<file path="src/design/dst_pkg.sv">
// shared types, codes and constants for the dark sigma threshold block
// no dependencies
package dst_pkg;

  localparam int NUM_PIXELS_DEF = 65536;
  localparam int IDX_SPAN       = 65536;
  localparam int QDEPTH         = 2;
  localparam int CFG_IDX_W      = 3;
  localparam int DIV_W          = 64;
  localparam int CNT_W          = 16;
  localparam int ROOT_STEPS     = 32;

  localparam logic [15:0] PIX_OFFSET = 16'd1024;
  localparam logic [15:0] K_RESET    = 16'd768;
  localparam logic [15:0] FRAMES_RESET = 16'd1;
  localparam logic [23:0] MAX24      = 24'hFFFFFF;
  localparam logic [15:0] MAX16      = 16'hFFFF;

  localparam logic [CFG_IDX_W-1:0] REG_THRESH_MULT = 3'd0;
  localparam logic [CFG_IDX_W-1:0] REG_FRAME_COUNT = 3'd1;
  localparam logic [CFG_IDX_W-1:0] REG_ACCUM       = 3'd2;
  localparam logic [CFG_IDX_W-1:0] REG_SUBTRACT    = 3'd3;
  localparam logic [CFG_IDX_W-1:0] REG_VIEW        = 3'd4;

  typedef enum logic [1:0] {
    OP_PROCESS,
    OP_FINALIZE,
    OP_RECALC,
    OP_CLEAR
  } op_t;

  typedef enum logic [1:0] {
    VIEW_PIXEL,
    VIEW_MEAN,
    VIEW_STD,
    VIEW_THRESH
  } view_t;

  typedef struct packed {
    op_t         op;
    logic        ok;
    logic [15:0] idx;
    logic [15:0] pix;
  } cmd_t;

  typedef struct packed {
    logic [15:0] k;
    logic [15:0] count;
    logic        accum;
    logic        subtract;
    view_t       view;
  } cfg_t;

  typedef struct packed {
    logic [31:0] sum;
    logic [47:0] sq;
    logic [23:0] mean;
    logic [23:0] std;
    logic [15:0] thr;
  } ent_t;

  typedef enum logic [2:0] {
    FS_IDLE,
    FS_DIV,
    FS_MSQ,
    FS_VAR,
    FS_SQRT,
    FS_MUL,
    FS_DONE
  } fin_state_t;

endpackage

</file>
<file path="src/design/dst_queue.sv">
// short command queue between front and back end
// depends on dst_pkg
module dst_queue import dst_pkg::*; (
  input  logic clk,
  input  logic rst_n,
  input  logic push_valid,
  output logic push_ready,
  input  cmd_t push_cmd,
  output logic pop_valid,
  input  logic pop_ready,
  output cmd_t pop_cmd
);

  localparam int QAW = (QDEPTH > 1) ? $clog2(QDEPTH) : 1;
  localparam int QCW = $clog2(QDEPTH + 1);

  cmd_t           slot_r [QDEPTH];
  logic [QAW-1:0] wptr_r;
  logic [QAW-1:0] rptr_r;
  logic [QCW-1:0] cnt_r;
  logic           push;
  logic           pop;

  assign push_ready = (cnt_r != QCW'(QDEPTH));
  assign pop_valid  = (cnt_r != '0);
  assign pop_cmd    = slot_r[rptr_r];
  assign push       = push_valid && push_ready;
  assign pop        = pop_valid && pop_ready;

  always_ff @(posedge clk) begin
    if (push) slot_r[wptr_r] <= push_cmd;
  end

  always_ff @(posedge clk) begin
    if (!rst_n) begin
      wptr_r <= '0;
      rptr_r <= '0;
      cnt_r  <= '0;
    end else begin
      if (push) wptr_r <= (wptr_r == QAW'(QDEPTH - 1)) ? '0 : wptr_r + 1'b1;
      if (pop)  rptr_r <= (rptr_r == QAW'(QDEPTH - 1)) ? '0 : rptr_r + 1'b1;
      if (push && !pop)      cnt_r <= cnt_r + 1'b1;
      else if (pop && !push) cnt_r <= cnt_r - 1'b1;
    end
  end

endmodule

</file>
<file path="config.mk">
export PLATFORM = sky130hd
export DESIGN_NAME = dst_queue
export DESIGN_NICKNAME = d
export VERILOG_FILES = /design/src/design/dst_pkg.sv /design/src/design/dst_queue.sv
export SDC_FILE = /design/constraint.sdc
export NUM_CORES = 1
export LEC_CHECK = 0
export BUFFER_PORTS_ARGS = -buffer_cell sky130_fd_sc_hd__buf_2
export CORE_UTILIZATION = 50
export DETAILED_ROUTE_END_ITERATION = 6
export PLACE_DENSITY = 0.75
export SLEW_MARGIN = 10
export SYNTH_ARGS = -nofsm -noshare
export SYNTH_HDL_FRONTEND = slang
export SYNTH_SLANG_ARGS = --single-unit
export TNS_END_PERCENT = 100
</file>
<file path="constraint.sdc">
create_clock -name clk -period 3 [get_ports clk]
set_input_delay 0.3 -clock clk [delete_from_list [all_inputs] [get_ports clk]]
set_output_delay 0.3 -clock clk [all_outputs]
set_load 0.02 [all_outputs]
</file>
# Yosys cells after proc, flatten, opt, wreduce, memory -nomap -nowiden
# Memory sizes are Yosys's and may differ from the RTL's. A register that Yosys moved wholly into a read port is not among the register bits.
# Cells that the tools add are included.
[op_classes] shift=0 reduce_logical=8 n_eq_ne=1 muxes=8 add_sub_neg=4 div=0 multipliers=0 bitwise_logic=0 n_lt_le_gt_ge=0
[ops] op="$mux W1" n=6
[ops] op="$logic_and A1 B1 Y1" n=4
[ops] op="$mux W2" n=2
[ops] op="$reduce_bool A2 Y1" n=2
[ops] op="$add A1 B1 Y1 const B" n=2
[ops] op="$add A2 B1 Y2 const B" n=1
[ops] op="$logic_not A1 Y1" n=2
[ops] op="$ne A2 B2 Y1 const B" n=1
[ops] op="$sub A2 B1 Y2 const B" n=1
[word_totals] mem_count=1 elab_cells=25 output_inout_bits=37 input_bits=39 mem_bits_ro=0 latchBits=0 register_bits=4 ramBits=70
[memory_table] memory="slot_r" words=2 width=35 rd=1 rd_clocked_by_memory_dff=1 wr=1 line="dst_queue.sv:17" source="cmd_t slot_r [QDEPTH];"

# Depth between registers and ports, before layout
[depth] depth_word=6 mapped_depth=6

# Least setup slack after synthesis
# Ideal clock, no wire load.
[synth_path] path_type="register -> register" startpoint="reg cnt_r[0]" endpoint="mem slot_r[1][0] (netlist bit) (enable)" arrival_time_ns=1.504 period_less_slack_ns=1.899 stages_incl_launch_ff=3 required_ns=2.604 setup_ns=0.396 path_slack_ns=1.101 path_cell_list="dfxtp_1 -> nand2b_4 -> and3_1"
[synth_via] elab_chain_len=4
[synth_rtl] element="from (decl)" line="dst_queue.sv:20" source="logic [QCW-1:0] cnt_r;"
[synth_rtl] element="from (signal assigned)" line="dst_queue.sv:42" source="if (push && !pop) cnt_r <= cnt_r + 1'b1;"
[synth_rtl] element="from (signal assigned)" line="dst_queue.sv:43" source="else if (pop && !push) cnt_r <= cnt_r - 1'b1;"
[synth_rtl] element="$ne A2 B2 Y1" line="dst_queue.sv:24" source="assign push_ready = (cnt_r != QCW'(QDEPTH));"
[synth_rtl] element="via push_ready" line="dst_queue.sv:7" source="output logic push_ready,"
[synth_rtl] element="$logic_and A1 B1 Y1" line="dst_queue.sv:27" source="assign push = push_valid && push_ready;"
[synth_rtl] element="$mux W1" line="dst_queue.sv:31" source="if (push) slot_r[wptr_r] <= push_cmd;"
[synth_rtl] element="$mux W1 (not written as such)" line="dst_queue.sv:31"
[synth_rtl] element="to (decl)" line="dst_queue.sv:17"
# The timed path passes the listed nets, and every way through them passes these cells.

==> impl_metrics.tcl <==
set metrics [dict create \
    cp-start-kind "register" \
    post_cts_resized 0 \
    cpPeakStageDelay_ps 670 \
    p_int_uw 2120 \
    dp_hpwl_um 3170 \
    rsz0062_at_grt "false" \
    p_clk_share_pct 26.7 \
    layout_common_cells "75 x buf_2, 70 x edfxtp_1, 35 x mux2_2" \
    power_uw 3000 \
    p_leak_uw 0.00129 \
    die_y_um 76.3 \
    ant_nets 0 \
    cp.arrival_ps 1970 \
    fp.dieArea_um2 5820 \
    overflow 0 \
    synth_cells 133 \
    cp-endpoint "pop_cmd[20]" \
    path_clk_slew_ps 70 \
    gp_congestion 0.687 \
    synth_fa_ha_area_share_pct 0.454 \
    ctsHoldBuffers 0 \
    powerDensity_nw_per_um2 877 \
    post_cts_buffers 0 \
    grt_pass1_wl_um 7180 \
    hold_path.class "in -> reg" \
    synth_top_family_by_area "multiplexers" \
    seqPwrFrac_pct 45.9 \
    clockBufferDepth 2 \
    clock-root-buffer "clkbuf_8" \
    cts_buffers 9 \
    ys_types 19 \
    crit_family "flip-flops" \
    grt_start_max_net_pins 36 \
    cts.sinks 75 \
    wire_per_inst_um 16.2 \
    synth-simple-area-share_pct 2.36 \
    status "finished, final reports clean" \
    coreArea_um2 5200 \
    period_share_pct 75.8 \
    drive_gt1_share_pct 58.1 \
    antenna_found_initial 0 \
    synth_nets 173 \
    row_count 26 \
    critPathMaxFanout 23 \
    path_class "reg -> out" \
    ioPinCount 76 \
    synth_compound_area_share_pct 1.27 \
    clkLatencyLatePin_ps 330 \
    worst_path_max_delay_cell "dfxtp_1" \
    drv_cap 0 \
    r2r-end "slot_r[1][0]" \
    p_sw_uw 884 \
    antenna_cells 0 \
    dr.first_iter.drc_count 65 \
    synth-seq-area-share_pct 79.8 \
    setup_violations 0 \
    switching_share_pct 29.4 \
    area_delta_synth_final_pct 24.2 \
    cts_tree "done" \
    synthMuxAreaShare_pct 14.3 \
    vias 1457 \
    ir_drop_mv 0.563 \
    port-buffer-count 75 \
    endpoint_kind "output pin" \
    slew_violations 0 \
    critical_path_depth 3 \
    reg2regPathDepth 2 \
    final_common_cell "buf_2" \
    dr.pass1.iters 4 \
    synth-xor-area-share_pct 0.952 \
    wirelength_um 4740 \
    first_global_vias 1524 \
    fmax_mhz 440 \
    crit_chain "buf_4 -> mux2_2 -> buf_2" \
    final_hold_viol_count 0 \
    finalSetupTns_ps 0 \
    drc 0 \
    slew_headroom_pct 44.4 \
    die_w_um 76.3 \
    required_ps 2700 \
    cp.buffers_inverters 2 \
    r2r_setup_slack_ps 1250 \
    nets 257 \
    comb_power_share_pct 27.4 \
    viasPerCell 4.99 \
    initial_utilization_pct 53.0 \
    period_needed_ps 2270 \
    r2r_start "cnt_r[0]" \
    h-tree-depth 3 \
    worst-slew-pin-transition_ps 834 \
    yosysWarnings 0 \
    holdWs_ps 149 \
    synth.cell_area_um2 2760 \
    grt_usage_pct 16.9 \
    syn_area_per_cell_um2 20.7 \
    synth-seq-cells 75 \
    clock_skew_ps 3.42 \
]
==> routing by layer <==
layer | wire, um | track usage, % | vias up
met5 | 0 | 0 | -
met4 | 92 | 8.65 | 0
met3 | 255 | 5.51 | 9
met2 | 2420 | 28.9 | 57
met1 | 1970 | 18.7 | 706
li1 | - | - | 685
==> Yosys cell counts (all sizes together) <==
cell type / instances / area share, %
or2: 1 / 0.23
buf: 4 / 0.73
mux2: 35 / 14
a21boi: 2 / 0.54
o21ai: 2 / 0.36
or3: 1 / 0.23
xor2: 1 / 0.32
nand3b: 1 / 0.27
and3: 1 / 0.23
xnor2: 2 / 0.64
nand2b: 1 / 0.50
dfxtp: 5 / 3.6
and2: 4 / 0.91
inv: 1 / 0.14
a21bo: 1 / 0.36
edfxtp: 70 / 76
ha: 1 / 0.45
==> through the flow <==
step           cell area (um^2)  util (%)  std cells  setup slack, ps
2_1_floorplan              2760         -        133             1100
3_3_place_gp               3220      61.8        276             1110
6_report                   3430      65.8        292              727
4_1_cts                    3430      65.8        292              687
3_5_place_dp               3220      61.8        276             1070
5_1_grt                    3430      65.8        292              601
==> cells by family after synthesis <==
group	after synthesis
XOR/XNOR	3
AO/OA/AOI/OAI	5
AND/OR/NAND/NOR	9
flip-flops	75
multiplexers	35
adder cells (fa/ha/maj)	1
buffers and inverters	5
==> layout make-up <==
| type | instances | area [um^2] |
|---|---|---|
| Inverter | 1 | 3.75 |
| Tap cell | 70 | 87.6 |
| Timing Repair Buffer | 77 | 390 |
| Sequential cell | 75 | 2200 |
| Fill cell | 374 | 1780 |
| Clock inverter | 6 | 80.1 |
| Clock buffer | 10 | 128 |
| Multi-Input combinational cell | 53 | 534 |
==> worst min path at each step <==
| stage | cells after the start | slack, ps | startpoint | to |
|---|---|---|---|---|
| CTS | 1 | 130 | push_cmd[29] | slot_r[1][29] |
| global placement | 1 | 490 | push_cmd[15] | slot_r[0][15] |
| detailed placement | 1 | 490 | push_cmd[34] | slot_r[1][34] |
| finish | 1 | 150 | push_cmd[29] | slot_r[1][29] |
| global route | 1 | 130 | push_cmd[26] | slot_r[0][26] |
| floorplan | 0 | 400 | push_cmd[0] | slot_r[0][0] |
==> power by group through the flow <==
stage	clock network, uW	logic (uW)	registers (uW)
6_report	802	822	1380
5_1_grt	859	865	1400
4_1_cts	814	832	1380
3_5_place_dp	0	828	1400
3_3_place_gp	0	804	1390
2_1_floorplan	0	602	1370
==> flip-flops by register name (all words and copies together) (netlist names), named ones only <==
register	cells
cnt_r	2
rptr_r	1
slot_r	70
wptr_r	1
(Power assumes the default switching activity.)
