`src/design/dst_pkg.sv`:
```
// shared types, codes and constants for the dark sigma threshold block
// no dependencies
package dst_pkg;

  localparam int NUM_PIXELS_DEF = 65536;
  localparam int IDX_SPAN       = 65536;
  localparam int QDEPTH         = 2;
  localparam int CFG_IDX_W      = 3;
  localparam int DIV_W          = 64;
  localparam int CNT_W          = 16;
  localparam int ROOT_STEPS     = 32;

  localparam logic [15:0] PIX_OFFSET = 16'd1024;
  localparam logic [15:0] K_RESET    = 16'd768;
  localparam logic [15:0] FRAMES_RESET = 16'd1;
  localparam logic [23:0] MAX24      = 24'hFFFFFF;
  localparam logic [15:0] MAX16      = 16'hFFFF;

  localparam logic [CFG_IDX_W-1:0] REG_THRESH_MULT = 3'd0;
  localparam logic [CFG_IDX_W-1:0] REG_FRAME_COUNT = 3'd1;
  localparam logic [CFG_IDX_W-1:0] REG_ACCUM       = 3'd2;
  localparam logic [CFG_IDX_W-1:0] REG_SUBTRACT    = 3'd3;
  localparam logic [CFG_IDX_W-1:0] REG_VIEW        = 3'd4;

  typedef enum logic [1:0] {
    OP_PROCESS,
    OP_FINALIZE,
    OP_RECALC,
    OP_CLEAR
  } op_t;

  typedef enum logic [1:0] {
    VIEW_PIXEL,
    VIEW_MEAN,
    VIEW_STD,
    VIEW_THRESH
  } view_t;

  typedef struct packed {
    op_t         op;
    logic        ok;
    logic [15:0] idx;
    logic [15:0] pix;
  } cmd_t;

  typedef struct packed {
    logic [15:0] k;
    logic [15:0] count;
    logic        accum;
    logic        subtract;
    view_t       view;
  } cfg_t;

  typedef struct packed {
    logic [31:0] sum;
    logic [47:0] sq;
    logic [23:0] mean;
    logic [23:0] std;
    logic [15:0] thr;
  } ent_t;

  typedef enum logic [2:0] {
    FS_IDLE,
    FS_DIV,
    FS_MSQ,
    FS_VAR,
    FS_SQRT,
    FS_MUL,
    FS_DONE
  } fin_state_t;

endpackage

```
`src/design/dst_front.sv`:
```
// front end: config registers, input accept and item classification
// depends on dst_pkg
module dst_front import dst_pkg::*; #(
  parameter int NUM_PIXELS = NUM_PIXELS_DEF
) (
  input  logic                 clk,
  input  logic                 rst_n,
  input  logic                 in_valid,
  output logic                 in_ready,
  input  logic [1:0]           in_operation,
  input  logic [15:0]          in_pixel_index,
  input  logic [15:0]          in_pixel_value,
  input  logic                 cfg_valid,
  output logic                 cfg_ready,
  input  logic [CFG_IDX_W-1:0] cfg_index,
  input  logic [15:0]          cfg_data,
  input  logic                 init_busy,
  input  logic                 push_ready,
  output logic                 push_valid,
  output cmd_t                 push_cmd,
  output cfg_t                 cfg
);

  localparam int DEPTH = (NUM_PIXELS > IDX_SPAN) ? IDX_SPAN : NUM_PIXELS;

  logic [15:0] k_r;
  logic [15:0] count_r;
  logic        accum_r;
  logic        subtract_r;
  view_t       view_r;

  always_ff @(posedge clk) begin
    if (!rst_n) begin
      k_r        <= K_RESET;
      count_r    <= FRAMES_RESET;
      accum_r    <= 1'b0;
      subtract_r <= 1'b0;
      view_r     <= VIEW_PIXEL;
    end else if (cfg_valid) begin
      case (cfg_index)
        REG_THRESH_MULT: k_r        <= cfg_data;
        REG_FRAME_COUNT: count_r    <= cfg_data;
        REG_ACCUM:       accum_r    <= cfg_data[0];
        REG_SUBTRACT:    subtract_r <= cfg_data[0];
        REG_VIEW:        view_r     <= view_t'(cfg_data[1:0]);
        default: ;
      endcase
    end
  end

  assign cfg_ready = 1'b1;

  always_comb begin
    cfg.k        = k_r;
    // a zero frame count divides as one
    cfg.count    = (count_r == 16'd0) ? FRAMES_RESET : count_r;
    cfg.accum    = accum_r;
    cfg.subtract = subtract_r;
    cfg.view     = view_r;
  end

  assign in_ready   = !init_busy && push_ready;
  assign push_valid = in_valid && !init_busy;

  always_comb begin
    push_cmd.op  = op_t'(in_operation);
    push_cmd.ok  = ({16'd0, in_pixel_index} < 32'(DEPTH));
    push_cmd.idx = in_pixel_index;
    push_cmd.pix = in_pixel_value;
  end

endmodule

```
`config.mk`:
```
export PLATFORM = sky130hd
export DESIGN_NAME = dst_front
export DESIGN_NICKNAME = d
export VERILOG_FILES = /design/src/design/dst_pkg.sv /design/src/design/dst_front.sv
export SDC_FILE = /design/constraint.sdc
export NUM_CORES = 1
export LEC_CHECK = 0
export BUFFER_PORTS_ARGS = -buffer_cell sky130_fd_sc_hd__buf_4
export CAP_MARGIN = 15
export CORE_ASPECT_RATIO = 0.6
export CORE_UTILIZATION = 40
export CTS_CLUSTER_SIZE = 40
export DETAILED_ROUTE_END_ITERATION = 16
export PLACE_DENSITY_LB_ADDON = 0.1
export SYNTH_ARGS = -nofsm -noshare
export SYNTH_HDL_FRONTEND = slang
export SYNTH_SLANG_ARGS = --single-unit
export TNS_END_PERCENT = 10
```
`constraint.sdc`:
```
create_clock -name clk -period 1.5 [get_ports clk]
set_input_delay 0.15 -clock clk [delete_from_list [all_inputs] [get_ports clk]]
set_output_delay 0.15 -clock clk [all_outputs]
set_load 0.05 [all_outputs]
```
# Yosys cells after proc, flatten, opt, wreduce, memory -nomap -nowiden
# Cells that the tools add are included.
# Widths: inputs -> output; s select.
dict set report word_totals {
  reg_bits 36
  latch_bits 0
  mem_bits_rw 0
  mem_bits_ro 0
  in_bits 59
  output_inout_bits 74
  word_cells 20
  mem_count 0
}
dict set report op_classes {
  addsub 0
  multipliers 0
  div 0
  n_lt_le_gt_ge 0
  eq_ne 4
  shifts 0
  muxes 1
  bitwise 0
  n_reduce_logical 10
}
# operator n
set op_table {}
lappend op_table {{$logic_not 16->1} 1}
lappend op_table {{$mux 16} 1}
lappend op_table {{$reduce_and 2->1} 5}
lappend op_table {{$eq 3x2->1 const B} 2}
lappend op_table {{$eq 3x1->1 const B} 1}
lappend op_table {{$eq 3x3->1 const B} 1}
lappend op_table {{$logic_not 3->1} 1}
lappend op_table {{$logic_and 1x1->1} 2}
lappend op_table {{$logic_not 1->1} 1}

# Longest topological paths before layout
# Gate-level depths: netlist of run 1.
dict set report depth {
  depth_word 2
  mapped_depth 5
  ltp_nobuf 3
}

# Worst setup path before layout of run 1
# Ideal clock, no wire load.
dict set report synth_timing {
  path_kind {input -> register}
  from {input port cfg_index[1]}
  to {register k_r[8]}
  arrival_time_ns 1.063
  t_required_ns 1.363
  setup_slack_ns 0.300
  path_stages 5
  n_path_buf 2
  path_cell_list {or4b_1 -> buf_6 -> buf_8 -> nand2_1 -> nand3_1}
}
dict set report synth_between {
  elab_chain_cells 2
}
# element line_no
set synth_lines {}
lappend synth_lines {{from (decl)} dst_front.sv:15} ;# input logic [CFG_IDX_W-1:0] cfg_index,
lappend synth_lines {{$logic_not 3->1} dst_front.sv:40} ;# case (cfg_index)
lappend synth_lines {{$reduce_and 2->1 (no line)} -}
lappend synth_lines {{to (signal assigned)} dst_front.sv:41} ;# REG_THRESH_MULT: k_r <= cfg_data;
lappend synth_lines {{to (decl)} dst_front.sv:26} ;# logic [15:0] k_r;
# Every way passes these cells.
# A chain may end at the register's enable or synchronous reset.

==> qor.yml, run 1 <==
critical_path:
  cpMaxStageDelayCell: "dfxtp_2"
  cp_cell_sequence: "nor4_4 -> a41o_1 -> buf_6"
  required_ps: 1350
  startpoint_type: "register"
  crit_path_max_incr_delay_ps: 350
  arrival_ps: 1320
  critPathMaxFanout: 3
  crit_type: "register to primary output"
  worstSetupEndpointType: "primary output"
  reg2reg_depth: 2
global_routing:
  grt_use_met2_pct: 29.46
  met3_usage_pct: 5.368
  grt.busiest_layer: "met2"
  antenna_found_initial: 0
  met1_usage_pct: 22.78
  gr-total-overflow: 0
  grt_pass1_vias: 1293
  grt_pass1_wl_um: 6210
  track_usage_pct: 18.06
  grt_max_degree: 53
die:
  fp-row-count: 18
  ios: 133
  die_height_um: 53.55
  core_area_mm2: 0.004167
  start_util_pct: 42.52
  fp.dieW_um: 87.92
  die_area_mm2: 0.004708
placement:
  dp_hpwl_um: 3166
  io_buffers: 62
  dp_slack_ps: 191.4
  dpl_cell_area_mm2: 0.001932
  gp_congestion: 0.7575
synthesis:
  yosysUniqueCellTypes: 23
  yosys_warnings: 0
  avgSynthCellArea_um2: 8.090
  yosysSeqAreaShare_pct: 40.68
  syn_area_mm2: 0.001772
  synth-seq-cells: 36
  synth_cells: 219
power_and_ir_drop:
  sequentialPowerShare_pct: 50.1
  ir_worst_vdd_v: 0.0004677
  power.leakage_nw: 0.8738
  switchingPower_mw: 0.5263
  p_int_mw: 1.461
  swShare_pct: 26.49
  combPwrFrac_pct: 14.6
  clkPwrFrac_pct: 35.3
  design_power_total_mw: 1.987
  p_per_area_mw_per_mm2: 960.8
final_layout:
  diodes: 0
  area_growth_pct: 16.74
  final_common_cell: "buf_4"
  fill_cells: 411
  register_area_um2: 723.2
  fin_nets: 286
  multiInputGateArea_um2: 684.4
  final_core_util_pct: 49.64
  stdcell_area_mm2: 0.002068
  final_layout_size_suffix_gt1_share_pct: 34.65
  mostFrequentLayoutCells: "64 x buf_4, 49 x nand2_1, 34 x dfxtp_1"
clocking:
  cts_made_buffers: 5
  hold_buffers: 0
  cts_tree: "built"
  cts_max_path_buffers: 2
  clk_pin_slew_ps: 70
  clockRootBuffer: "clkbuf_8"
  clkSinkCount: 36
  post_cts_buffers: 0
  clock_latency_ps: 270
  htreeDepth: 2
detailed_routing:
  firstDrtPassIters: 4
  avgViaCountPerCell: 4.858
  num_vias: 1399
  dr.first_iter.drc_count: 48
  drt_wl_total_um: 4155
  wl_per_cell_um: 14.43
  drc: 0
  final_antenna_net_count: 0
sta:
  fin_crit_sh_pct: 98.01
  slew_viol_final: 0
  finalSetupViolCount: 0
  fin_skew_ps: 0
  min_period_ps: 1470
  finalHoldViolations: 0
  finalWorstSetupSlack_ps: 29.92
  fmax_mhz: 680.2
  rsz0062_at_grt: "true"
run_status:
  status: "finished, final reports clean"
min_path:
  hold_class: "input port to register"
  hold_depth: 3
job:
  drv_cap: 0
-- through the flow --
stage	instances	TNS, ps	hold WS, ps
global route	288	-11.25	90.10
floorplan	220	0	274.2
detailed placement	280	0	300.3
global placement	280	0	300.3
finish	288	0	96.01
CTS	288	0	86.70
-- critical path, delay by kind of cell, from the launching register on --
family	cells	cell delay, ps
compound gates	1	230
simple gates	1	310
flops	1	350
buf+inv	1	160
-- synthesized netlist by cell type, drive strengths merged --
cell | n | area [µm²]
nand4b | 1 | 8.760
nand2 | 49 | 183.9
buf | 41 | 316.5
nor4b | 1 | 23.77
nor4bb | 1 | 10.01
nand3 | 18 | 90.09
or4b | 1 | 10.01
a21boi | 14 | 105.1
nor3 | 1 | 5.000
dfxtp | 36 | 720.7
o21ai | 16 | 80.08
a41o | 1 | 10.01
nand4bb | 1 | 11.26
nor4 | 3 | 18.77
nor2b | 5 | 31.28
clkbuf | 24 | 90.09
and4bb | 1 | 12.51
mux2i | 4 | 40.04
conb | 1 | 3.750
-- power groups by stage --
stage               logic (mW)  clock network (mW)  registers [mW]
floorplan                0.390                   0            1.05
global placement         0.284                   0            1.01
detailed placement       0.288                   0            1.01
CTS                      0.293               0.726           0.994
global route             0.312               0.775           0.997
finish                   0.291               0.701           0.995
-- worst paths after layout --
| kind | startpoint | to | slack, ps |
|---|---|---|---|
| worst min register to register | k_r[12] | k_r[12] | 460 |
| worst max register to register | k_r[0] | k_r[0] | 820 |
| worst min-delay path | cfg_data[8] | k_r[8] | 100 |
| worst max-delay path | count_r[10] | cfg[4] | 30 |
-- cell families (layout without fill, tap and decap cells) --
family / Yosys count / after routing / share of synthesized area, %
muxes: 4 / 4 / 2.260
DFF: 36 / 36 / 40.68
AOI/OAI and AO/OA: 31 / 31 / 11.02
other: 1 / 2 / 0.2117
and+or+nand+nor: 82 / 82 / 22.88
buffers and inverters: 65 / 73 / 22.95
-- final cells by class --
class | instances | area share [%]
Clock buffer | 7 | 4.174
Tap cell | 60 | 3.630
Timing Repair Buffer | 65 | 23.78
Clock inverter | 1 | 0.3630
Multi-Input combinational cell | 119 | 33.09
Sequential cell | 36 | 34.97
-- registers in the layout, summed over array words and instances (netlist names) --
| name | flops |
|---|---|
| count_r | 16 |
| k_r | 16 |
| view_r | 2 |
| subtract_r | 1 |
| accum_r | 1 |
-- per-layer routing --
layer / share of wire (%) / wire length (µm) / up-vias
li1: - / - / 680
met1: 45 / 1870 / 640
met2: 44 / 1836 / 61
met3: 8.9 / 368 / 18
met4: 1.9 / 79 / 0
met5: 0 / 0 / -
-- what timing repair did --
action / CTS / global route
setup endpoints to repair: 1 / 1
cloned: 0 / 0
resized for setup: 7 / 1
pin swaps: 3 / 2
No activity file was read; power rests on OpenSTA's default activity.
==> run 2: changes to the inputs <==
Settings changed: CTS_BUF_LIST from default to sky130_fd_sc_hd__clkbuf_4 sky130_fd_sc_hd__clkbuf_8 sky130_fd_sc_hd__clkbuf_16.
==> qor.yml, run 2 (synthesis results as in run 1) <==
run_status:
  status: "finished, final reports clean"  # unchanged
final_layout:
  final_common_cell: "buf_4"  # unchanged
  diodes: 0  # unchanged
  area_growth_pct: 16.95  # was 16.74%
  mostFrequentLayoutCells: "64 x buf_4, 49 x nand2_1, 34 x dfxtp_1"  # unchanged
  final_layout_size_suffix_gt1_share_pct: 35.09  # was 34.65%
  fin_nets: 286  # unchanged
  stdcell_area_mm2: 0.002072  # was 0.002068 mm²
  final_cell_count_no_fill: 288  # unchanged
  reg.largest.list: "count_r (16), k_r (16), view_r (2)"  # unchanged
critical_path:
  cp.depth: 3  # unchanged
  worstSetupEndpointType: "primary output"  # unchanged
  cpMaxStageDelayCell: "dfxtp_2"  # unchanged
  crit_type: "register to primary output"  # unchanged
  reg2reg_depth: 2  # unchanged
  crit_path_max_incr_delay_ps: 350  # about the same
  startpoint_type: "register"  # unchanged
  critPathMaxFanout: 3  # unchanged
  crit_family: "flip-flops"  # unchanged
  arrival_ps: 1320  # about the same
  path_buf_inv: 1  # unchanged
  required_ps: 1350  # about the same
  cp_cell_sequence: "nor4_4 -> a41o_1 -> buf_6"  # unchanged
detailed_routing:
  num_vias: 1388  # was 1399
  wl_per_cell_um: 14.48  # was 14.43 µm
  final_antenna_net_count: 0  # unchanged
  drc: 0  # unchanged
  dr.first_iter.drc_count: 40  # was 48
  firstDrtPassIters: 4  # unchanged
  avgViaCountPerCell: 4.819  # was 4.858
  drt_wl_total_um: 4171  # was 4155 µm
global_routing:
  grt_pass1_wl_um: 6210  # unchanged
  grt_pass1_vias: 1293  # unchanged
  gr-total-overflow: 0  # unchanged
  track_usage_pct: 18.23  # was 18.06%
  grt_max_degree: 53  # unchanged
  antenna_found_initial: 0  # unchanged
sta:
  fin_crit_sh_pct: 98.21  # was 98.01%
  fin_skew_ps: 0  # unchanged
  slew_viol_final: 0  # unchanged
  finalHoldViolations: 0  # unchanged
  min_period_ps: 1473  # was 1470 ps
  finalSetupViolCount: 0  # unchanged
  rsz0062_at_grt: "true"  # unchanged
  fmax_mhz: 678.8  # was 680.2 MHz
die:
  start_util_pct: 42.52  # unchanged
  die_area_mm2: 0.004708  # unchanged
  die_height_um: 53.55  # unchanged
  ios: 133  # unchanged
  fp-row-count: 18  # unchanged
  core_area_mm2: 0.004167  # unchanged
  fp.dieW_um: 87.92  # unchanged
clocking:
  clockRootBuffer: "clkbuf_8"  # unchanged
  clk_pin_slew_ps: 70  # about the same
  cts_tree: "built"  # unchanged
  htreeDepth: 2  # unchanged
  clkSinkCount: 36  # unchanged
  hold_buffers: 0  # unchanged
  cts_made_buffers: 5  # unchanged
  cts_max_path_buffers: 2  # unchanged
  clock_latency_ps: 280  # was 270 ps
power_and_ir_drop:
  ir_worst_vdd_v: 0.0004709  # was 0.0004677 V
  design_power_total_mw: 2.014  # was 1.987 mW
  p_per_area_mw_per_mm2: 972.1  # was 960.8 mW/mm²
  power.leakage_nw: 0.8773  # was 0.8738 nW
job:
  drv_cap: 0  # unchanged
placement:
  placed_cells: 280  # unchanged
  io_buffers: 62  # unchanged
  dp_hpwl_um: 3166  # unchanged
  gp_congestion: 0.7575  # unchanged
  dpl_cell_area_mm2: 0.001932  # unchanged
min_path:
  hold_depth: 3  # unchanged
  hold_class: "input port to register"  # unchanged
-- run 2: power breakdown --
group,total (mW),leakage (nW),switching [mW],internal [mW]
clock network,0.729,0.0479,0.337,0.391
registers,0.995,0.292,0.0179,0.977
logic,0.291,0.537,0.180,0.111
-- run 2: what timing repair did --
action,in CTS,in global routing
setup buffers,0,0
pin swaps,3,2
gates resized for setup,7,1
setup endpoints to repair,1,1
-- run 2: metrics by stage --
stage	hold slack, ps	setup TNS, ps	setup WS [ps]	util (%)
5_1_grt	87.99	-12.85	-12.85	49.73
3_5_place_dp	300.3	0	191.4	46.37
2_1_floorplan	274.2	0	300.0	-
3_3_place_gp	300.3	0	202.3	46.37
4_1_cts	81.95	0	2.987	49.58
6_report	90.25	0	26.91	49.73
-- run 2: layer usage --
metal | global-route usage (%) | routed length, µm | vias to the layer above
met1 | 22.50 | 1873 | 624
met2 | 29.72 | 1830 | 62
met4 | 8.743 | 95 | 0
met5 | 0 | 0 | -
met3 | 5.368 | 372 | 20
li1 | - | - | 682
-- run 2: final cells by class --
cell class	instances	area, µm²
sequential	36	723.2
fill	411	2095
clock buffer	7	90.09
timing repair buffer	65	491.7
multi-input combinational	119	684.4
clock inverter	1	7.507
tap	60	75.07
-- run 2: final timing paths --
path / start / end / slack (ps)
min reg2reg: k_r[12] / k_r[12] / 460
max: count_r[10] / cfg[4] / 30
min: cfg_data[8] / k_r[8] / 90
max reg2reg: count_r[15] / count_r[15] / 830
-- run 2: tightest hold or removal path, stage by stage --
cell and delay [ps]:
buf_4 90, nand2_1 40, nand3_1 60
==> run 3: changes to the inputs <==
Settings changed: CELL_PAD_IN_SITES_DETAIL_PLACEMENT from default to 0, CELL_PAD_IN_SITES_GLOBAL_PLACEMENT from default to 1, CORE_UTILIZATION 40 to 26.
==> qor.yml, run 3 (synthesis results as in run 1) <==
power_and_ir_drop:
  p_per_area_mw_per_mm2: 1097  # was 972.1 mW/mm²
  ir_worst_vdd_v: 0.0004187  # was 0.0004709 V
  power.leakage_nw: 0.8977  # was 0.8773 nW
job:
  drv_cap: 0  # unchanged
final_layout:
  multiInputGateArea_um2: 675.6  # was 684.4 µm²
  register_area_um2: 723.2  # unchanged
  final_common_cell: "buf_4"  # unchanged
  diodes: 0  # unchanged
  fill_cells: 694  # was 411
  reg.largest.list: "count_r (16), k_r (16), view_r (2)"  # unchanged
  final_layout_size_suffix_gt1_share_pct: 35.09  # unchanged
  mostFrequentLayoutCells: "64 x buf_4, 49 x nand2_1, 34 x dfxtp_1"  # unchanged
  area_growth_pct: 21.33  # was 16.95%
  final_cell_count_no_fill: 312  # was 288
  fin_nets: 286  # unchanged
placement:
  dp_slack_ps: 131.0  # was 191.4 ps
  io_buffers: 62  # unchanged
  gp_congestion: 0.6516  # was 0.7575
  dp_hpwl_um: 2858  # was 3166 µm
  placed_cells: 304  # was 280
die:
  core_area_mm2: 0.006331  # was 0.004167 mm²
  fp.dieW_um: 108.6  # was 87.92 µm
  start_util_pct: 27.98  # was 42.52%
  fp-row-count: 22  # was 18
  ios: 133  # unchanged
  die_area_mm2: 0.007159  # was 0.004708 mm²
  die_height_um: 65.94  # was 53.55 µm
clocking:
  clkSinkCount: 36  # unchanged
  clockRootBuffer: "clkbuf_16"  # was clkbuf_8
  post_cts_buffers: 0  # unchanged
  clock_latency_ps: 270  # was 280 ps
  cts_max_path_buffers: 2  # unchanged
  clk_pin_slew_ps: 60  # was 70 ps
  htreeDepth: 2  # unchanged
  cts_made_buffers: 5  # unchanged
  cts_tree: "built"  # unchanged
sta:
  finalSetupViolCount: 0  # unchanged
  fmax_mhz: 684.5  # was 678.8 MHz
  slew_viol_final: 0  # unchanged
  finalWorstSetupSlack_ps: 39.04  # was 26.91 ps
  fin_crit_sh_pct: 97.40  # was 98.21%
  rsz0062_at_grt: "true"  # unchanged
  min_period_ps: 1461  # was 1473 ps
  finalHoldViolations: 0  # unchanged
  fin_skew_ps: 0  # unchanged
critical_path:
  startpoint_type: "register"  # unchanged
  required_ps: 1350  # about the same
  arrival_ps: 1310  # was 1320 ps
  critPathMaxFanout: 3  # unchanged
  crit_type: "register to primary output"  # unchanged
  worstSetupEndpointType: "primary output"  # unchanged
min_path:
  hold_class: "input port to register"  # unchanged
global_routing:
  gr-total-overflow: 0  # unchanged
  track_usage_pct: 12.05  # was 18.23%
  grt_pass1_vias: 1202  # was 1293
  grt_pass1_wl_um: 6361  # was 6210 µm
  antenna_found_initial: 0  # unchanged
  grt_max_degree: 53  # unchanged
detailed_routing:
  wl_per_cell_um: 13.05  # was 14.48 µm
  firstDrtPassIters: 4  # unchanged
  final_antenna_net_count: 0  # unchanged
  num_vias: 1305  # was 1388
  drc: 0  # unchanged
  avgViaCountPerCell: 4.183  # was 4.819
  dr.first_iter.drc_count: 34  # was 40
  drt_wl_total_um: 4073  # was 4171 µm
run_status:
  status: "finished, final reports clean"  # unchanged
[run 3: critical path, cell delays in order (launching register included)]
cell and delay [ps]:
dfxtp_2 340, nor4_4 320, a41o_1 220, buf_6 160
[run 3: final timing paths]
| path | startpoint | to | slack (ps) | cells after the start |
|---|---|---|---|---|
| worst max register to register | count_r[1] | count_r[1] | 850 | 2 |
| worst max-delay path | count_r[15] | cfg[4] | 40 | 3 |
| worst min-delay path | cfg_data[9] | k_r[9] | 90 | 3 |
| worst min register to register | k_r[15] | k_r[15] | 450 | 2 |
[run 3: layer usage]
metal,wire length [µm],vias up,global-route usage [%]
li1,-,682,-
met1,2222,572,17.83
met2,1421,43,14.40
met3,391,8,5.714
met4,36,0,4.054
met5,0,-,0
[run 3: area by class of cell]
type / instances / share of cell area (%)
Clock buffer: 7 / 6.810
Clock inverter: 1 / 0.3492
Multi-Input combinational cell: 119 / 31.43
Sequential cell: 36 / 33.64
Tap cell: 84 / 4.889
Timing Repair Buffer: 65 / 22.88
[run 3: power by group]
| part | internal [mW] | total, mW | switching, mW |
|---|---|---|---|
| registers | 0.978 | 0.994 | 0.0160 |
| clock network | 0.679 | 1.07 | 0.394 |
| logic | 0.109 | 0.290 | 0.181 |
| total | 1.77 | 2.36 | 0.591 |
[run 3: stage by stage]
step / power [mW] / util, % / area (µm²) / hold WS [ps] / setup TNS, ps
6_report: 2.358 / 33.95 / 2150 / 94.22 / 0
5_1_grt: 2.463 / 33.95 / 2150 / 119.4 / -34.25
4_1_cts: 2.389 / 33.81 / 2141 / 93.22 / 0
3_5_place_dp: 1.302 / 30.99 / 1962 / 300.3 / 0
3_3_place_gp: 1.305 / 30.99 / 1962 / 300.3 / 0
2_1_floorplan: 1.437 / - / 1775 / 274.2 / 0
[run 3: repair_timing]
item	in CTS	in global routing
hold buffers	0	0
setup endpoints to repair	1	1
pin swaps	0	1
resized for setup	4	3
